<file path="config.mk">
export PLATFORM = sky130hd
export DESIGN_NAME = khmap_ctrl
export DESIGN_NICKNAME = d
export VERILOG_FILES = /design/src/hdl/khmap_pkg.sv /design/src/hdl/khmap_ctrl.sv
export SDC_FILE = /design/constraint.sdc
export NUM_CORES = 1
export LEC_CHECK = 0
export ABC_CLOCK_PERIOD_IN_PS = 1200
export CAP_MARGIN = 5
export CELL_PAD_IN_SITES_DETAIL_PLACEMENT = 0
export CELL_PAD_IN_SITES_GLOBAL_PLACEMENT = 1
export CORE_AREA = 2 2 39 41
export DETAILED_ROUTE_END_ITERATION = 10
export DIE_AREA = 0 0 41 43
export DONT_BUFFER_PORTS = 1
export GPL_TIMING_DRIVEN = 1
export PLACE_DENSITY = 0.5
export SLEW_MARGIN = 20
export SYNTH_ARGS = -nofsm -noshare
export SYNTH_HDL_FRONTEND = slang
export SYNTH_SLANG_ARGS = --single-unit
export TNS_END_PERCENT = 20
</file>
<file path="constraint.sdc">
create_clock -name clk -period 1.2 [get_ports clk]
set_input_delay 0.12 -clock clk [delete_from_list [all_inputs] [get_ports clk]]
set_output_delay 0.12 -clock clk [all_outputs]
set_load 0.02 [all_outputs]
</file>
<file path="src/hdl/khmap_pkg.sv">
`timescale 1ns / 1ps
`default_nettype none
// ----------------------------------------------------------------------------
// khmap_pkg
// Shared types and constants for the key to index hash map: slot layout,
// result codes and the command and status bundles between control and data.
// ----------------------------------------------------------------------------
package khmap_pkg;

    localparam int SLOTS_DEF       = 128;
    localparam int MAX_ENTRIES_DEF = 96;

    localparam int KEY_W    = 32;
    localparam int IDX_W    = 7;
    localparam int STATUS_W = 2;

    localparam logic [KEY_W-1:0] HASH_MUL = 32'h045d_9f3b;
    localparam int               FOLD_SH  = 16;

    typedef enum logic [STATUS_W-1:0] {
        ST_FOUND     = 2'd0,
        ST_INSERTED  = 2'd1,
        ST_NOT_FOUND = 2'd2,
        ST_FULL      = 2'd3
    } status_t;

    typedef struct packed {
        logic             valid;
        logic [KEY_W-1:0] key;
        logic [IDX_W-1:0] index;
    } entry_t;

    // controller to datapath
    typedef struct packed {
        logic clear;       // write one invalid slot and advance the sweep
        logic load;        // capture the incoming transaction
        logic hash_first;  // first multiply round on the key
        logic hash_second; // second multiply round on the hash
        logic home;        // load the home slot, start probing
        logic step;        // move to the next slot
        logic finish;      // commit the result and any insert
    } cmd_t;

    // datapath to controller
    typedef struct packed {
        logic clear_last;
        logic hit;
        logic empty;
        logic exhausted;
        logic out_busy;
    } sts_t;

    function automatic logic [KEY_W-1:0] xor_fold(input logic [KEY_W-1:0] x);
        return x ^ (x >> FOLD_SH);
    endfunction

endpackage
`default_nettype wire

</file>
<file path="src/hdl/khmap_ctrl.sv">
`timescale 1ns / 1ps
`default_nettype none
// ----------------------------------------------------------------------------
// khmap_ctrl
// Sequencer for the hash map: clearing sweep after reset, two hash rounds,
// then one slot check per cycle until hit, empty slot or full wrap.
// ----------------------------------------------------------------------------
module khmap_ctrl
    import khmap_pkg::*;
(
    input  logic clk,
    input  logic rst_n,
    input  logic in_valid,
    output logic in_stall,
    input  sts_t sts,
    output cmd_t cmd
);

    typedef enum logic [5:0] {
        S_CLEAR  = 6'b000001,
        S_IDLE   = 6'b000010,
        S_HASH_A = 6'b000100,
        S_HASH_B = 6'b001000,
        S_HOME   = 6'b010000,
        S_CHECK  = 6'b100000
    } state_t;

    state_t state_reg;
    state_t state_next;
    logic   probe_done;

    assign probe_done = sts.hit || sts.empty || sts.exhausted;
    assign in_stall   = (state_reg != S_IDLE);

    always_comb
    begin
        state_next = state_reg;
        cmd        = '0;
        unique case (state_reg)
            S_CLEAR:
            begin
                cmd.clear = 1'b1;
                if (sts.clear_last)
                begin
                    state_next = S_IDLE;
                end
            end
            S_IDLE:
            begin
                if (in_valid)
                begin
                    cmd.load   = 1'b1;
                    state_next = S_HASH_A;
                end
            end
            S_HASH_A:
            begin
                cmd.hash_first = 1'b1;
                state_next     = S_HASH_B;
            end
            S_HASH_B:
            begin
                cmd.hash_second = 1'b1;
                state_next      = S_HOME;
            end
            S_HOME:
            begin
                cmd.home   = 1'b1;
                state_next = S_CHECK;
            end
            S_CHECK:
            begin
                if (probe_done)
                begin
                    // hold the answer until the output register is free
                    if (!sts.out_busy)
                    begin
                        cmd.finish = 1'b1;
                        state_next = S_IDLE;
                    end
                end
                else
                begin
                    cmd.step = 1'b1;
                end
            end
            default:
            begin
                state_next = S_IDLE;
            end
        endcase
    end

    always_ff @(posedge clk or negedge rst_n)
    begin
        if (!rst_n)
        begin
            state_reg <= S_CLEAR;
        end
        else
        begin
            state_reg <= state_next;
        end
    end

`ifndef NO_ASSERTIONS
    a_hit_completes: assert property (@(posedge clk) disable iff (!rst_n)
        (state_reg == S_CHECK && sts.hit && !sts.out_busy) |=> state_reg == S_IDLE)
        else $error("lookup hit did not complete");

    a_no_accept_in_clear: assert property (@(posedge clk) disable iff (!rst_n)
        (state_reg == S_CLEAR) |-> (in_stall && !cmd.load))
        else $error("transaction taken during clearing sweep");
`endif

endmodule
`default_nettype wire

</file>
==> run summary <==
CP Max Fanout - 3
Hold WC Path Type - in -> reg
clk root buf - clkbuf_4
Final Wtd Congestion - 0.774
Routed wire per std cell - 13.1 um
Yosys warnings - 0
Clock Sinks - 6
WHS Path Cells - 2
largest net degree at the start of global routing - 8
die width - 41 um
Total GRT Usage - 0.113
fin. max-slew vios - 0
die area - 1760 um2
max reg flops - 6
post-synth cell types - 23
# port buffers - 0
Post-Synthesis Cells - 37
Overflow after GRT - 0
Syn Std Cell Area - 354 um2
setup ws final - -0.416 ns
final worst-path cycle share - 1.35
DRT antenna net count - 0
crit start category - register
Iteration-0 DRC Markers - 0
Hold Vio Cnt, Final - 0
Total Wirelength - 933 um
Worst Hold Path EP - state_reg[2]
Die Y - 43 um
most common cell after layout, fill and taps aside - buf_4
Synth area leaders - dfrtp_1 35%, nor3b_1 8.5%, dfstp_2 7.4%, nor2_1 7.4%, nor4_2 3.5%
Pwr Density - 2020 nW/um2
fin nets - 64
status - complete, but fails checks
Via density - 4.93
vias in the first global route - 345
most frequent cells in the layout - 10 x buf_4, 5 x dfrtp_1
Slew HR - 0.749
Num CTS Buffers - 3
Area growth, synth to finish - 70.0%
clock skew - 0.00370 ns
Max Cap Viol - 0
critical hold path startpoint - in_valid
Max clock buf depth - 2
setup TNS - -2.54 ns
Rows - 14
layout cell share with drive strength beyond 1 - 0.564
initial antenna violation count - 0
HPWL Detailed - 638 um
RSZ-0062 raised after global routing - true
Worst-path clk slew - 0.05 ns
Post-Syn Nets - 45
H-Tree Level Count - 1
final core occ - 0.435
violated checks - setup timing
Synth area leader - dfrtp_1
worst path arrival time - 1.50 ns
Worst EP required - 1.08 ns
R2R Setup Slk - -0.13 ns
Max Clk Rate - 619 MHz
Yosys reg bits - 6
TritonCTS clock tree - done
first-pass GRT wire length - 1370 um
ant diodes - 0
IO Pins - 16
Syn Area/Cell - 9.57 um2
crit path kind - reg -> out
Pleak - 0.264 nW
Residual DRC - 0
postcts setup bufs - 0
Final setup violation count - 10
Tot Pwr - 1.21 mW
first-pass detailed-route iteration total - 1
register area share after synthesis - 0.428
RR Endpoint - state_reg[1]
Slew @ Worst Pin - 0.374 ns
reg2reg start - state_reg[1]
post-synth top area share - 0.353
Initial Util - 0.256
worst vdd ir - 1.09 mV
pre-CTS setup slack - -0.153 ns
vias - 350
Period minus WS final - 1.62 ns
Worst setup EP type - output pin
worst reg2reg path depth - 4
later-pin clock latency in the skew report - 0.24 ns
CORE AREA - 1380 um2
[cells in the mapped netlist]
library cell,n
a21boi_1,1
a21oi_1,1
and3b_1,1
and4b_1,1
buf_2,1
buf_6,1
dfrtp_1,5
dfstp_2,1
inv_1,1
nand2_1,1
nand3_1,1
nand3b_1,1
nand4b_1,1
nor2_1,7
nor2b_1,1
nor3_1,2
nor3b_1,4
nor4_1,1
nor4_2,1
nor4b_1,1
o21bai_2,1
o22ai_1,1
xor2_1,1
[layout make-up]
type	count	area, um2
Inverter	1	3.75
Timing Repair Buffer	16	139
Tap cell	16	20.0
Fill cell	150	782
Multi-Input combinational cell	28	262
Sequential cell	6	151
Clock buffer	4	26.3
[what timing repair did]
action | in CTS | in global routing
resized for setup | 6 | 6
hold endpoints to repair | 8 | 0
pin swaps | 1 | 1
hold buffers | 3 | 0
setup endpoints to repair | 11 | 12
[per-layer routing]
layer	global-route usage	share of wire	vias to the layer above
met5	0	0	-
met4	0.0400	0	0
met3	0.0314	0.035	0
met2	0.163	0.56	9
met1	0.157	0.40	171
li1	-	-	170
[kinds of logic after synthesis]
kind of cell,share of synthesized area
DFF,0.428
AOI/OAI and AO/OA,0.0848
and+or+nand+nor,0.406
xor gates and xnor gates,0.0247
buffers and inverters,0.0565
[worst max path at each step]
| stage | slack (ns) | endpoint | depth (start not counted) | from |
|---|---|---|---|---|
| floorplan | -0.15 | cmd[0] | 4 | state_reg[2] |
| global placement | -0.12 | cmd[1] | 3 | state_reg[1] |
| detailed placement | -0.15 | cmd[1] | 3 | state_reg[1] |
| CTS | -0.42 | cmd[1] | 3 | state_reg[1] |
| global route | -0.51 | cmd[1] | 3 | state_reg[1] |
| finish | -0.42 | cmd[1] | 3 | state_reg[1] |
[where the power goes]
part           total [mW]  switching (mW)  internal (mW)  leakage (nW)
combinational       0.709           0.363          0.346         0.174
clock               0.201          0.0751          0.126        0.0150
sequential          0.304          0.0546          0.249        0.0759
total                1.21           0.493          0.722         0.264
[per-stage QoR]
stage               std cells  hold WS, ns  instance area, um2
CTS                        71       0.0536                 569
global route               71       0.0748                 602
detailed placement         64       -0.175                 492
global placement           64       -0.175                 492
finish                     71       0.0632                 602
floorplan                  37       -0.176                 390
[critical path: stages (launching register included)]
cell	delay, ns
dfrtp_1	0.41
nor4_4	0.29
nand3b_1	0.22
nor4_4	0.33
Note: power is estimated with default switching activity, not from simulation.
